## src/phl_pkg.sv

```systemverilog
// Package for the positional handle list: word types, status and mode codes,
// and the control struct that steers each storage cell.
// Used by phl_cell and positional_handle_list_unit; depends on nothing else.
package phl_pkg;

    localparam logic MODE_INSERT = 1'b0;
    localparam logic MODE_REMOVE = 1'b1;

    localparam logic [1:0] ST_DONE      = 2'd0;
    localparam logic [1:0] ST_BAD_INDEX = 2'd1;
    localparam logic [1:0] ST_FULL      = 2'd2;

    typedef struct packed {
        logic       mode;
        logic [5:0] position;
        logic [7:0] node_handle;
    } phl_in_t;

    typedef struct packed {
        logic [1:0] status;
        logic [7:0] removed_handle;
        logic [5:0] entry_count;
    } phl_out_t;

    // What a cell loads on the next edge.
    typedef enum logic [1:0] {
        CELL_HOLD,
        CELL_LEFT,
        CELL_RIGHT,
        CELL_NEW
    } cell_op_t;

    typedef struct packed {
        cell_op_t op;
        logic     rd_sel;
    } cell_ctrl_t;

endpackage

```

## src/phl_cell.sv

```systemverilog
// One storage cell of the handle list: holds one entry and loads it from a
// neighbor, from the new handle, or keeps it. Depends on phl_pkg.
module phl_cell #(
    parameter int HANDLE_BITS = 8
) (
    input  logic                   clk,
    input  phl_pkg::cell_ctrl_t    ctrl,
    input  logic [HANDLE_BITS-1:0] left_val,
    input  logic [HANDLE_BITS-1:0] right_val,
    input  logic [HANDLE_BITS-1:0] new_val,
    output logic [HANDLE_BITS-1:0] val,
    output logic [HANDLE_BITS-1:0] tap
);
    import phl_pkg::*;

    logic [HANDLE_BITS-1:0] val_reg;
    logic [HANDLE_BITS-1:0] val_next;

    always_comb
    begin
        unique case (ctrl.op)
            CELL_LEFT:  val_next = left_val;
            CELL_RIGHT: val_next = right_val;
            CELL_NEW:   val_next = new_val;
            default:    val_next = val_reg;
        endcase
    end

    // Entries carry no reset: only cells below the count are ever read.
    always_ff @(posedge clk)
    begin
        val_reg <= val_next;
    end

    assign val = val_reg;
    assign tap = ctrl.rd_sel ? val_reg : '0;

endmodule

```

## src/positional_handle_list_unit.sv

```systemverilog
// Top level of the positional handle list: a row of phl_cell instances that
// shift together, a count register and the registered result word.
// Depends on phl_pkg and phl_cell.
//
//  channel | ports                  | handshake
//  --------+------------------------+--------------------------------------
//  command | start, busy, in_word   | word taken when start && !busy
//  result  | done, out_word         | one-cycle strobe, cannot be stalled
//
// All cells shift in the same edge, so a new command may be issued on every
// cycle and busy stays low. The result word appears with done in the cycle
// after the command is taken. Reset clears the count and the done strobe;
// the stored handles are left as they are.
module positional_handle_list_unit #(
    parameter int DEPTH       = 32,
    parameter int HANDLE_BITS = 8
) (
    input  logic              clk,
    input  logic              rst_n,
    input  logic              start,
    output logic              busy,
    input  phl_pkg::phl_in_t  in_word,
    output logic              done,
    output phl_pkg::phl_out_t out_word
);
    import phl_pkg::*;

    localparam int CNT_W = $clog2(DEPTH + 1);
    localparam int CMP_W = (CNT_W > 6) ? CNT_W : 6;

    logic [CNT_W-1:0] count_reg;
    logic [CNT_W-1:0] count_next;
    logic             done_reg;
    logic             done_next;
    phl_out_t         out_reg;
    phl_out_t         out_next;

    logic [CMP_W-1:0]       pos_ext;
    logic [CMP_W-1:0]       cnt_ext;
    logic [HANDLE_BITS-1:0] new_handle;
    logic                   take;
    logic                   ins_ok;
    logic                   rem_ok;
    logic [1:0]             status;
    logic [HANDLE_BITS-1:0] removed;

    logic [HANDLE_BITS-1:0] cell_val [DEPTH];
    logic [HANDLE_BITS-1:0] cell_tap [DEPTH];
    cell_ctrl_t             cell_ctrl [DEPTH];

    assign take       = start && !busy;
    assign pos_ext    = CMP_W'(in_word.position);
    assign cnt_ext    = CMP_W'(count_reg);
    assign new_handle = HANDLE_BITS'(in_word.node_handle);

    always_comb
    begin
        ins_ok = 1'b0;
        rem_ok = 1'b0;
        status = ST_DONE;
        if (in_word.mode == MODE_INSERT)
        begin
            priority if (pos_ext > cnt_ext)
                status = ST_BAD_INDEX;
            else if (count_reg == CNT_W'(DEPTH))
                status = ST_FULL;
            else
                ins_ok = take;
        end
        else
        begin
            if (pos_ext >= cnt_ext)
                status = ST_BAD_INDEX;
            else
                rem_ok = take;
        end
    end

    // Per-cell steering: an insert opens a gap at the position, a remove
    // closes the gap by pulling later entries forward.
    for (genvar i = 0; i < DEPTH; i++)
    begin : g_cell
        logic [CMP_W-1:0] idx;
        assign idx = CMP_W'(i);

        always_comb
        begin
            cell_ctrl[i].op     = CELL_HOLD;
            cell_ctrl[i].rd_sel = rem_ok && (idx == pos_ext);
            if (ins_ok)
            begin
                if (idx > pos_ext)
                    cell_ctrl[i].op = CELL_LEFT;
                else if (idx == pos_ext)
                    cell_ctrl[i].op = CELL_NEW;
            end
            else if (rem_ok && (idx >= pos_ext))
            begin
                cell_ctrl[i].op = CELL_RIGHT;
            end
        end

        phl_cell #(
            .HANDLE_BITS(HANDLE_BITS)
        ) u_cell (
            .clk      (clk),
            .ctrl     (cell_ctrl[i]),
            .left_val ((i == 0) ? new_handle : cell_val[(i == 0) ? 0 : i - 1]),
            .right_val((i == DEPTH - 1) ? cell_val[i]
                                        : cell_val[(i == DEPTH - 1) ? i : i + 1]),
            .new_val  (new_handle),
            .val      (cell_val[i]),
            .tap      (cell_tap[i])
        );
    end

    // At most one cell drives its tap, so the removed handle is their OR.
    always_comb
    begin
        removed = '0;
        for (int k = 0; k < DEPTH; k++)
        begin
            removed = removed | cell_tap[k];
        end
    end

    always_comb
    begin
        count_next = count_reg;
        if (ins_ok)
            count_next = count_reg + CNT_W'(1);
        else if (rem_ok)
            count_next = count_reg - CNT_W'(1);
    end

    always_comb
    begin
        done_next               = take;
        out_next.status         = status;
        out_next.removed_handle = 8'(removed);
        out_next.entry_count    = 6'(count_next);
    end

    always_ff @(posedge clk or negedge rst_n)
    begin
        if (!rst_n)
        begin
            count_reg <= '0;
            done_reg  <= 1'b0;
        end
        else
        begin
            count_reg <= count_next;
            done_reg  <= done_next;
        end
    end

    always_ff @(posedge clk)
    begin
        if (take)
            out_reg <= out_next;
    end

    assign busy     = 1'b0;
    assign done     = done_reg;
    assign out_word = out_reg;

endmodule
```

## config.mk

```make
export PLATFORM = sky130hd
export DESIGN_NAME = positional_handle_list_unit
export DESIGN_NICKNAME = d
export VERILOG_FILES = /design/src/phl_pkg.sv /design/src/phl_cell.sv /design/src/positional_handle_list_unit.sv
export SDC_FILE = /design/constraint.sdc
export NUM_CORES = 1
export LEC_CHECK = 0
export BUFFER_PORTS_ARGS = -buffer_cell sky130_fd_sc_hd__buf_2
export CELL_PAD_IN_SITES_DETAIL_PLACEMENT = 0
export CELL_PAD_IN_SITES_GLOBAL_PLACEMENT = 1
export CORE_MARGIN = 2
export CORE_UTILIZATION = 51
export CTS_BUF_LIST = sky130_fd_sc_hd__clkbuf_2 sky130_fd_sc_hd__clkbuf_4 sky130_fd_sc_hd__clkbuf_8
export CTS_CLUSTER_SIZE = 24
export DETAILED_ROUTE_END_ITERATION = 8
export HOLD_SLACK_MARGIN = 0.03
export MAX_ROUTING_LAYER = met4
export PLACE_DENSITY = 0.88
export SLEW_MARGIN = 20
export SYNTH_ARGS = -nofsm -noshare
export SYNTH_HDL_FRONTEND = slang
export SYNTH_SLANG_ARGS = --single-unit
export TNS_END_PERCENT = 10
```

## constraint.sdc

```tcl
create_clock -name clk -period 4.4 [get_ports clk]
set_input_delay 0.44 -clock clk [delete_from_list [all_inputs] [get_ports clk]]
set_output_delay 0.44 -clock clk [all_outputs]
set_load 0.02 [all_outputs]
```

* Yosys cells after proc, flatten, opt, wreduce, memory -nomap -nowiden
Cells that the tools add are included.
W data, S select, Z words.
** Operators by class
- $mul :: 0
- Mux-type cells :: 203
- Equal/unequal tests :: 127
- Bitwise logic cells :: 31
- $add $sub $neg :: 2
- Divide/modulo/power cells :: 0
- Order comparisons :: 66
- Shift operators :: 0
- Reduce and logical (&&, ||, !) cells :: 98
** Operators by type and width (number)
- $pmux W8 S3 :: 30
- $mux W2 :: 131
- $mux W8 :: 32
- $or A8 B8 Y8 :: 31
- $eq A2 B2 Y1 const B :: 63
- $eq A5 B6 Y1 const A :: 16
- $ge A5 B6 Y1 const A :: 16
- $gt A5 B6 Y1 const A :: 16
- $reduce_bool A3 Y1 :: 30
- $eq A2 B1 Y1 const B :: 32
- $logic_and A1 B1 Y1 :: 64
- $eq A4 B6 Y1 const A :: 8
- $ge A4 B6 Y1 const A :: 8
- $gt A4 B6 Y1 const A :: 8
- $pmux W8 S2 :: 2
- $eq A3 B6 Y1 const A :: 4
- $ge A3 B6 Y1 const A :: 4
- $gt A3 B6 Y1 const A :: 4
- $eq A2 B6 Y1 const A :: 2
- $ge A1 B6 Y1 const A :: 2
- $ge A2 B6 Y1 const A :: 2
- $gt A1 B6 Y1 const A :: 2
- $gt A2 B6 Y1 const A :: 2
- $mux W6 :: 2
- other kinds (10) :: 16
** Storage, ports and cells
- Word-level logic and storage cells :: 564
- Bits in registers :: 279
- Bits in latches :: 0
- Memories :: 0
- Bits in read-only memories :: 0
- RAM bits :: 0

* Logic depth before layout (Yosys ltp)
Gate-level depths: netlist (run 1).
- Depth in word-level cells :: 36
- Depth in mapped cells :: 11
- Gate-level depth less buffers :: 7

* By module
From an unflattened synthesis (run 1), not the netlist that was laid out.
** Second synthesis, totals
- Cell total of the unflattened synthesis :: 1808
- Area, all modules :: 17974.7 µm²
** By module, submodules not included
- phl_cell :: sequential area each 240.2 µm², cells each 44, area an instance 473.0 µm², times used 32
- positional_handle_list_unit :: sequential area each 655.6 µm², cells each 400, area an instance 2840.2 µm², times used 1

* Worst setup path before layout (run 1)
Ideal clock, no wire load.
- Path type :: input to register
- Start :: input in_word[8] (netlist name)
- End :: register g_cell[14].u_cell.val_reg[0] (enable)
- Data required time :: 4015 ps
- Data arrival time :: 2734 ps
- Buffers on the path :: 3
- Stages on the path :: 10
- Slack :: 1281 ps
- Cell sequence :: buf_2 inv_1 ha_1 nand2_1 a31oi_2 nor3_1 buf_2 nor2_2 buf_4 nor3b_1
** Between the ends
- Word-level cells in the longest chain between the ends :: 8
- Elaborated cells between the ends (all ways) :: 18
- Classes of those cells :: 4 x order compare; 4 x eq/ne; 8 x mux; 2 x reduce/logical
** Ends and longest elaborated chain
- start, declared :: line positional_handle_list_unit.sv:22 : input phl_pkg::phl_in_t in_word,
- $ge A6 B6 Y1 :: line positional_handle_list_unit.sv:72 : if (pos_ext >= cnt_ext)
- $mux W1 :: line positional_handle_list_unit.sv:72
- $mux W1 :: line positional_handle_list_unit.sv:61 : if (in_word.mode == MODE_INSERT)
- $logic_and A1 B1 Y1 :: line positional_handle_list_unit.sv:97 : else if (rem_ok && (idx >= pos_ext))
- $mux W2 :: line positional_handle_list_unit.sv:97
- $mux W2 (*) :: line positional_handle_list_unit.sv:90 : if (ins_ok)
- $eq A2 B1 Y1 or $eq A2 B2 Y1 (tied branches) :: line phl_cell.sv:21 : unique case (ctrl.op)
- $reduce_bool A3 Y1 (no source line) (*)
- end signal, assigned :: line phl_cell.sv:32 : val_reg <= val_next;
- end, declared :: line phl_cell.sv:16 : logic [HANDLE_BITS-1:0] val_reg;
Mark *: on every way between the ends. The rest lies on a longest branch, timed or not.
A chain may end at the register's enable or synchronous reset.

* Final worst setup path (run 1)
- Start :: register count_reg[3] (netlist: cnt_ext[3])
- End :: register g_cell[19].u_cell.val_reg[3], data pin
** Between the ends
- Word-level cells in the longest chain between the ends :: 8
- Elaborated cells between the ends (all ways) :: 15
- Classes of those cells :: 2 x order compare; 4 x eq/ne; 8 x mux; 1 x reduce/logical
** Ends and longest elaborated chain
- start, declared :: line positional_handle_list_unit.sv:31 : logic [CNT_W-1:0] count_reg;
- start signal, assigned :: line positional_handle_list_unit.sv:153 : count_reg <= count_next;
- $ge A6 B6 Y1 :: line positional_handle_list_unit.sv:72
- $mux W1 :: line positional_handle_list_unit.sv:72
- $mux W1 :: line positional_handle_list_unit.sv:61
- $logic_and A1 B1 Y1 :: line positional_handle_list_unit.sv:97
- $mux W2 :: line positional_handle_list_unit.sv:97
- $mux W2 (*) :: line positional_handle_list_unit.sv:90
- $eq A2 B2 Y1 or $eq A2 B1 Y1 (tied branches) :: line phl_cell.sv:21
- $pmux W8 S3 (*) :: line phl_cell.sv:21
- via g_cell[19].u_cell.val_next[3] :: line phl_cell.sv:17 : logic [HANDLE_BITS-1:0] val_next;
- end signal, assigned :: line phl_cell.sv:32
- end, declared :: line phl_cell.sv:16
The timed path passes the listed nets; every way through them passes the cells marked *.

==> summary.md, run 1 <==
| Metric | Value |
|---|---|
| Clk pin slew, worst setup/hold paths | 0.07 ns |
| Final hold violation count | 0 |
| Beginning of the worst hold path | in_word[14] |
| Worst IR drop on VDD | 0.385 mV |
| Resize count post-CTS | 0 |
| GRT Residual Overflow | 0 |
| Height of the die | 187 µm |
| CP Launch Type | flop |
| Share of synthesized flip-flops with an asynchronous set or reset | 0.0251 |
| Critical-path cell with the highest stage delay | sky130_fd_sc_hd__nor4_2 |
| Violation count after the first detailed-routing iteration | 2909 |
| Synth unique cells | 88 |
| Worst Setup End Kind | flop |
| Least-Margin Pin Slew | 1.17 ns |
| Placeable core region | 33300 µm² |
| DR DRC count | 0 |
| Cells taking the most area after synthesis | sky130_fd_sc_hd__edfxtp_1 (48%), sky130_fd_sc_hd__a221o_1 (14%), sky130_fd_sc_hd__and2_1 (5.0%), sky130_fd_sc_hd__and3_1 (3.4%), sky130_fd_sc_hd__nand3_1 (1.7%) |
| Number of instances in the synthesized netlist | 1458 |
| Initial antenna violation count | 2 |
| Synth Register Bits | 279 |
| Routed Wire Length | 79000 µm |
| Startpoint of the worst register-to-register path | cnt_ext[3]$_DFF_PN0_ |
| Post-route ant nets | 0 |
| Leading cell type by number of instances after synthesis | sky130_fd_sc_hd__edfxtp_1 |
| Vias | 15300 |
| Most used flip-flop cell after synthesis | sky130_fd_sc_hd__edfxtp_1 |
| Number of buffers on the longest clock path | 3 |
| Sum of negative setup slack | 0 ns |
| # Max-Cap Violations | 0 |
| Number of global-route vias before repair | 14000 |
| Critical Path RT | 4.78 ns |
| Number of pins exceeding their max-slew limit in the final report | 0 |
| Number of levels in the clock H-tree | 2 |
| Max Fclk | 287 MHz |
| Critical Setup Path Class | flop to flop |
| Share of cells above drive strength 1 | 0.181 |
| Largest net degree at the start of global routing | 67 |
| Class of the worst hold path | primary input to flop |
| Maximum clock skew at final layout | 0.0520 ns |
| Total of buffers placed on input and output ports | 34 |
| Row cnt | 67 |
| Global-route total usage across every layer | 0.459 |
| Status | completed |
| Largest fanout on the critical path | 14 |
| Die Width | 187 µm |
| Setup ws final | 0.921 ns |
| Crit path cell chain | inv_1 -> ha_1 -> a21oi_1 -> o21ai_4 -> buf_4 -> nor4_2 -> a21oi_2 -> a221o_1 |
| Yosys Warn Count | 0 |
| Fraction of synthesized cell area taken by the top area cell type | 0.477 |
| Count of clock tree sinks | 279 |
| Final RePlAce weighted congestion | 1.07 |
| Setup violations, final | 0 |
| Delay of the slowest critical-path stage | 0.94 ns |
| Setup Slack @ Placement | 0.784 ns |
| Worst Reg-to-Reg Cells | 8 |
| Max-slew headroom | 0.219 |
| Dominant cell type by area after synthesis | sky130_fd_sc_hd__edfxtp_1 |
| Number of clock buffers inserted by TritonCTS | 47 |
| Sequential share of the synthesized area | 0.487 |
| Depth of the worst hold-timing path | 2 |
| Starting density of the core | 0.514 |
| Data arrival time at the worst-slack endpoint | 3.86 ns |
| Worst setup slack for register-to-register paths | 0.92 ns |
| Clock insertion delay at the later pin of the skew report | 0.66 ns |
| End of the worst register-to-register path | g_cell[19].u_cell.val[3]$_DFFE_PP_ |
| Number of enable-type register cells in the synthesized netlist | 272 |
| Flip-flop count of the largest register, all copies and words added | 256 |
| Ports | 36 |
| Syn-to-layout area delta | 9.49% |
| Wire length of the first global-routing pass | 109000 µm |
| Top cell types by occurrence after synthesis | sky130_fd_sc_hd__edfxtp_1 (272), sky130_fd_sc_hd__a221o_1 (239), sky130_fd_sc_hd__and2_1 (137) |
| Period Utilization, post-route | 0.791 |
| Detailed-routing iteration count for the pre-antenna-repair pass | 8 |
| TritonCTS clock tree | built |
| Syn Nets | 1485 |
| Vias per std cell | 7.87 |
| Power Dens Cells | 402 nW/µm² |
| Post-Syn Area per Cell | 11.7 µm² |
| Worst Hold Endpoint | out_word[15]$_SDFFCE_PP0P_ |
| Detail-routed net length per standard cell | 40.5 µm |
| Clock Tree Root | sky130_fd_sc_hd__clkbuf_8 |
| Fin nets | 1496 |
| Leakage power figure | 6.47 nW |
| Setup repair after global routing missed its margin | no |
| Synth Cell Area | 17100 µm² |
| Post-layout min period | 3.48 ns |
| Half-perimeter wire length after detailed placement | 59100 µm |
| Total die area | 35000 µm² |
## worst max path at each step
stage | startpoint | to | slack, ns | depth (start not counted)
after floorplan | in_word[8] | g_cell[14].u_cell.val[0]$_DFFE_PP_ | 1.28 | 10
after global placement | in_word[12] | g_cell[0].u_cell.val[0]$_DFFE_PP_ | 0.69 | 7
after detailed placement | in_word[8] | g_cell[15].u_cell.val[0]$_DFFE_PP_ | 0.78 | 9
after CTS | cnt_ext[3]$_DFF_PN0_ | g_cell[15].u_cell.val[0]$_DFFE_PP_ | 0.95 | 8
after global routing | cnt_ext[3]$_DFF_PN0_ | g_cell[19].u_cell.val[1]$_DFFE_PP_ | 0.72 | 8
final | cnt_ext[3]$_DFF_PN0_ | g_cell[19].u_cell.val[3]$_DFFE_PP_ | 0.92 | 8
## critical path, delay by kind of cell, from the launching register on
family | cells | cell delay (ns)
AO/OA/AOI/OAI | 4 | 1.04
AND/OR/NAND/NOR | 1 | 0.94
flip-flops | 1 | 0.47
adder cells (fa/ha/maj) | 1 | 0.30
buffers and inverters | 2 | 0.44
## logic make-up after synthesis
logic type,after synthesis,synth area share
xor+xnor,4,0.00205
fa+ha+maj,9,0.00658
compound gates,420,0.232
flops,279,0.487
other cells,1,0.000219
mux,42,0.0262
buf+inv,156,0.0409
simple gates,547,0.205
## repair_timing
item / in CTS / in global routing
hold endpoints to repair: 7 / 0
setup buffers: 0 / 0
hold buffers: 1 / 0
## report_power, final
group	switching, mW	internal [mW]	total (mW)	leakage (nW)
registers	0.290	3.22	3.51	2.57
logic	1.08	0.506	1.58	3.41
clock network	1.10	1.34	2.45	0.492
total	2.47	5.07	7.54	6.47
## stage by stage
| step | util | area, µm² | total power, mW | hold slack, ns | cells |
|---|---|---|---|---|---|
| 4_1_cts | 0.563 | 18700 | 7.45 | 0.132 | 1948 |
| 6_report | 0.563 | 18700 | 7.54 | 0.151 | 1950 |
| 3_3_place_gp | 0.533 | 17700 | 5.00 | 0.282 | 1866 |
| 5_1_grt | 0.563 | 18700 | 7.70 | 0.186 | 1950 |
| 3_5_place_dp | 0.534 | 17800 | 5.05 | 0.289 | 1867 |
| 2_1_floorplan | - | 17100 | 4.41 | 0.144 | 1458 |
## area by class of cell
class	instances	area [µm²]
Antenna cell	2	5.00
Clock buffer	59	749
Clock inverter	21	198
Fill cell	2848	14500
Inverter	23	86.3
Multi-Input combinational cell	1023	8140
Sequential cell	279	8340
Tap cell	448	561
Timing Repair Buffer	95	663
## cells in the final DEF, fill, tap and decap left out, drive strengths merged, types with 18 or more instances in the layout
cell	n
a21oi	35
nand3	59
mux2i	20
a22oi	26
nor2	51
inv	23
buf	94
and3	93
nand4	18
mux2	22
clkbuf	59
edfxtp	272
nor3	62
and2	143
a221o	239
nor4	34
nand2	28
## routing by layer
layer,vias up,global-route usage,part of all wire
met5,-,-,0
met4,0,0.205,0.059
met3,294,0.132,0.15
met2,1492,0.631,0.41
met1,7458,0.629,0.38
li1,6095,-,-
(Power assumes the default switching activity.)
==> run 2: changes to the inputs <==
--- a/config.mk
+++ b/config.mk
@@ -5,17 +5,18 @@
 export SDC_FILE = /design/constraint.sdc
 export NUM_CORES = 1
 export LEC_CHECK = 0
+export ABC_AREA = 1
 export BUFFER_PORTS_ARGS = -buffer_cell sky130_fd_sc_hd__buf_2
 export CELL_PAD_IN_SITES_DETAIL_PLACEMENT = 0
 export CELL_PAD_IN_SITES_GLOBAL_PLACEMENT = 1
 export CORE_MARGIN = 2
-export CORE_UTILIZATION = 51
+export CORE_UTILIZATION = 50
 export CTS_BUF_LIST = sky130_fd_sc_hd__clkbuf_2 sky130_fd_sc_hd__clkbuf_4 sky130_fd_sc_hd__clkbuf_8
 export CTS_CLUSTER_SIZE = 24
 export DETAILED_ROUTE_END_ITERATION = 8
 export HOLD_SLACK_MARGIN = 0.03
 export MAX_ROUTING_LAYER = met4
-export PLACE_DENSITY = 0.88
+export PLACE_DENSITY = 0.92
 export SLEW_MARGIN = 20
 export SYNTH_ARGS = -nofsm -noshare
 export SYNTH_HDL_FRONTEND = slang
==> constraint.sdc (replaced) <==
create_clock -name clk -period 3.6 [get_ports clk]
set_input_delay 0.36 -clock clk [delete_from_list [all_inputs] [get_ports clk]]
set_output_delay 0.36 -clock clk [all_outputs]
set_load 0.02 [all_outputs]
==> summary.md, run 2 <==
| Metric | Value |
|---|---|
| Status | completed |
| Share of synthesized flip-flops with an asynchronous set or reset | 0.0251 (unchanged) |
| Count of clock tree sinks | 279 (unchanged) |
| Worst IR drop on VDD | 0.562 mV (+46%) |
| GRT Residual Overflow | 0 (unchanged) |
| Synth Register Bits | 279 (unchanged) |
| Violation count after the first detailed-routing iteration | 2253 (-23%) |
| Internal Pwr Total | 6.06 mW (+20%) |
| Clk pwr share | 0.336 (+0.011) |
| Xor and xnor fraction of the mapped netlist area | 0.00402 (+0.00198) |
| Setup repair after global routing missed its margin | no |
| Share of cells above drive strength 1 | 0.131 (-0.0492) |
| Row cnt | 68 (+1.5%) |
| Dominant cell type by area after synthesis | sky130_fd_sc_hd__edfxtp_1 |
| Power Dens Cells | 482 nW/µm² (+20%) |
| Post-layout min period | 3.38 ns (-0.0985 ns) |
| Synth unique cells | 34 (-61%) |
| Clk pin slew, worst setup/hold paths | 0.07 ns (about the same) |
| Commonest non-fill, non-tap cells in the layout | sky130_fd_sc_hd__nand2_1 (626), sky130_fd_sc_hd__nand3_1 (334), sky130_fd_sc_hd__edfxtp_1 (272) |
| Global-route total usage across every layer | 0.348 (-0.111) |
| Number of instances in the synthesized netlist | 2108 (+45%) |
| Total die area | 36300 µm² (+3.7%) |
| Number of enable-type register cells in the synthesized netlist | 272 (unchanged) |
| # Max-Cap Violations | 0 (unchanged) |
| Post-route ant nets | 0 (unchanged) |
| Period Utilization, post-route | 0.939 (+0.148) |
| Fraction of synthesized cell area taken by the top area cell type | 0.469 (-0.00819) |
| Syn-to-layout area delta | 9.23% |
| Detailed-routing iteration count for the pre-antenna-repair pass | 6 (-2) |
| Final RePlAce weighted congestion | 1.01 (-5.5%) |
| Number of pins exceeding their max-slew limit in the final report | 0 (unchanged) |
| Number of levels in the clock H-tree | 2 (unchanged) |
| Vias per std cell | 6.32 (-20%) |
| Largest net degree at the start of global routing | 120 (+79%) |
| Post-Syn Area per Cell | 8.26 µm² (-30%) |
| Top cell types by occurrence after synthesis | sky130_fd_sc_hd__nand2_1 (626), sky130_fd_sc_hd__nand3_1 (334), sky130_fd_sc_hd__edfxtp_1 (272) |
| Setup violations, final | 0 (unchanged) |
| Sw frac | 0.338 (+0.0107) |
| Sequential share of the synthesized area | 0.479 (-0.00837) |
| Wire length of the first global-routing pass | 93000 µm (-15%) |
| Half-perimeter wire length after detailed placement | 43800 µm (-26%) |
| Sequential share of power | 0.447 (-0.018) |
| Maximum clock skew at final layout | 0.0290 ns (-0.0230 ns) |
| Clock Tree Root | sky130_fd_sc_hd__clkbuf_8 |
| Height of the die | 191 µm (+1.8%) |
| Total of buffers placed on input and output ports | 34 (unchanged) |
| Syn Nets | 2135 (+44%) |
| CP Launch Type | flop |
| Placeable core region | 34500 µm² (+3.5%) |
| Ports | 36 (unchanged) |
| Final-layout fill cell count | 3155 (+11%) |
| Routed Wire Length | 60900 µm (-23%) |
| Flip-flop count of the largest register, all copies and words added | 256 (unchanged) |
| Diodes inserted | 0 (-2) |
| Leading cell type by number of instances after synthesis | sky130_fd_sc_hd__nand2_1 |
| Worst Reg-to-Reg Cells | 13 (+5) |
| Worst Setup End Kind | flop |
| Worst setup slack for register-to-register paths | 0.22 ns (-0.70 ns) |
| Max Fclk | 296 MHz (+2.9%) |
| Critical Setup Path Class | flop to flop |
| Largest fanout on the critical path | 25 (+11) |
| Synth Cell Area | 17400 µm² (+1.7%) |
| Most used flip-flop cell after synthesis | sky130_fd_sc_hd__edfxtp_1 |
| Fin nets | 2161 (+44%) |
| Final hold violation count | 0 (unchanged) |
| Comb pwr share | 0.217 (+0.007) |
| Number of buffers on the longest clock path | 3 (unchanged) |
| Compound-Gate Fraction of Synth Area | 0.0790 (-0.153) |
| Simple-Gate Fraction of Synth Area | 0.375 (+0.171) |
| Number of clock buffers inserted by TritonCTS | 49 (+4.3%) |
| Class of the worst hold path | primary input to asynchronous set/reset pin |
| Vias | 16600 (+8.4%) |
| Number of global-route vias before repair | 15600 (+12%) |
| Synthesized-area fraction occupied by adder cells | 0.00647 (-0.000113) |
| Sum of internal, switching and leakage power | 9.16 mW (+22%) |
| End of the worst register-to-register path | g_cell[8].u_cell.val[3]$_DFFE_PP_ |
| Data arrival time at the worst-slack endpoint | 3.65 ns (-0.21 ns) |
| Main combinational cell family by area after synthesis | simple AND/OR/NAND/NOR gates |
| Cells taking the most area after synthesis | sky130_fd_sc_hd__edfxtp_1 (47%), sky130_fd_sc_hd__nand2_1 (13%), sky130_fd_sc_hd__nand3_1 (9.6%), sky130_fd_sc_hd__o211ai_1 (6.3%), sky130_fd_sc_hd__nand4_1 (5.9%) |
| Leakage power figure | 7.44 nW (+15%) |
| Detail-routed net length per standard cell | 23.2 µm (-43%) |
| TritonCTS clock tree | built |
| Startpoint of the worst register-to-register path | cnt_ext[5]$_DFF_PN0_ |
| Die Width | 191 µm (+1.8%) |
| Critical Path RT | 3.87 ns (-0.91 ns) |
| Multiplexer fraction of the synthesized cell area | 0 (-0.0262) |
| Sum of negative setup slack | 0 ns (unchanged) |
| DR DRC count | 0 (unchanged) |
| Initial antenna violation count | 0 (-2) |
| Starting density of the core | 0.505 (-0.00890) |
| Clock insertion delay at the later pin of the skew report | 0.65 ns (about the same) |
| Yosys Warn Count | 0 (unchanged) |
| Least-Margin Pin Slew | 1.19 ns (+0.0192 ns) |
| P_sw | 3.10 mW (+26%) |
| Max-slew headroom | 0.209 (-0.0108) |
| Most frequent standard cell in the layout excluding fill and tap cells | sky130_fd_sc_hd__nand2_1 |
==> run 2: changes by cell type in the layout (fill, tap and decap cells not counted), moves of 29 or more <==
cell	previous run	this run
sky130_fd_sc_hd__a221o_1	239	0
sky130_fd_sc_hd__nand3_1	59	334
sky130_fd_sc_hd__nor3_1	54	7
sky130_fd_sc_hd__nand4_1	18	163
sky130_fd_sc_hd__inv_1	23	92
sky130_fd_sc_hd__nand2_1	25	626
sky130_fd_sc_hd__and2_1	137	0
sky130_fd_sc_hd__nor2_1	44	156
sky130_fd_sc_hd__nor2_4	3	32
sky130_fd_sc_hd__and3_1	93	0
sky130_fd_sc_hd__nor2_2	4	35
sky130_fd_sc_hd__inv_2	0	31
sky130_fd_sc_hd__o211ai_1	1	145
==> run 2: what timing repair did <==
action / CTS / global route
setup buffers: 0 / 0
gates resized for setup: 0 / 1
hold endpoints to repair: 7 / 0
endpoints found under the setup margin: 0 / 7
hold buffers: 1 / 0
==> run 2: area by class of cell <==
cell class              count  area [µm²]  share of cell area
flip-flops and latches    279        8340               0.439
inverters                 125         469              0.0247
clock inverters            24         164             0.00862
well taps                 455         569              0.0299
clock buffers              68         836              0.0439
multi-input cells        1601        8120               0.427
repair buffers             78         528              0.0278
==> run 2: worst max path at each step <==
stage	from	endpoint	slack, ns
2_1_floorplan	cnt_ext[5]$_DFF_PN0_	g_cell[14].u_cell.val[0]$_DFFE_PP_	0.77
3_3_place_gp	in_word[13]	g_cell[8].u_cell.val[0]$_DFFE_PP_	0.33
3_5_place_dp	in_word[13]	g_cell[17].u_cell.val[5]$_DFFE_PP_	0.26
4_1_cts	cnt_ext[4]$_DFF_PN0_	g_cell[17].u_cell.val[0]$_DFFE_PP_	0.31
5_1_grt	cnt_ext[4]$_DFF_PN0_	g_cell[18].u_cell.val[2]$_DFFE_PP_	0.03
6_report	cnt_ext[5]$_DFF_PN0_	g_cell[8].u_cell.val[3]$_DFFE_PP_	0.22
==> run 2: worst max-delay path: stages, from the launching register on <==
cell,delay [ns]
sky130_fd_sc_hd__dfrtp_1,0.38
sky130_fd_sc_hd__inv_1,0.13
sky130_fd_sc_hd__ha_1,0.26
sky130_fd_sc_hd__nand2_1,0.14
sky130_fd_sc_hd__nor2_1,0.11
sky130_fd_sc_hd__nand2_1,0.08
sky130_fd_sc_hd__inv_1,0.06
sky130_fd_sc_hd__nor2_4,0.18
sky130_fd_sc_hd__nor2_1,0.10
sky130_fd_sc_hd__nor2_2,0.16
sky130_fd_sc_hd__nand2_2,0.29
sky130_fd_sc_hd__nand2_1,0.19
sky130_fd_sc_hd__inv_2,0.29
sky130_fd_sc_hd__nor2_1,0.62
==> run 2: power by group through the flow <==
stage          logic [mW]  clock network, mW  registers (mW)
2_1_floorplan        1.35                  0            4.12
3_3_place_gp         1.89                  0            4.15
3_5_place_dp         1.93                  0            4.15
4_1_cts              1.94               3.09            4.09
5_1_grt              2.16               3.22            4.11
6_report             1.99               3.08            4.10
==> run 2: per-layer routing <==
| layer | vias to the layer above | part of all wire | global-route usage |
|---|---|---|---|
| met5 | - | 0 | - |
| met4 | 0 | 0.049 | 0.156 |
| met3 | 195 | 0.13 | 0.0766 |
| met2 | 1154 | 0.43 | 0.504 |
| met1 | 7736 | 0.39 | 0.467 |
| li1 | 7542 | - | - |
==> run 2: logic make-up (layout without fill, tap and decap cells) <==
logic type / after synthesis / in the layout
AO/OA/AOI/OAI: 198 / 198
XOR/XNOR: 8 / 8
adder cells (fa/ha/maj): 9 / 9
buffers and inverters: 228 / 295
flip-flops: 279 / 279
other: 1 / 1
AND/OR/NAND/NOR: 1385 / 1385
==> run 2: per-stage QoR <==
stage	util	hold slack (ns)	setup slack [ns]	std cells	area [µm²]
after floorplan	-	0.0644	0.766	2108	17400
after global placement	0.523	0.207	0.331	2537	18000
after detailed placement	0.523	0.212	0.263	2537	18000
after CTS	0.552	0.0593	0.312	2630	19000
after global routing	0.552	0.0789	0.0321	2630	19000
final	0.552	0.0741	0.220	2630	19000
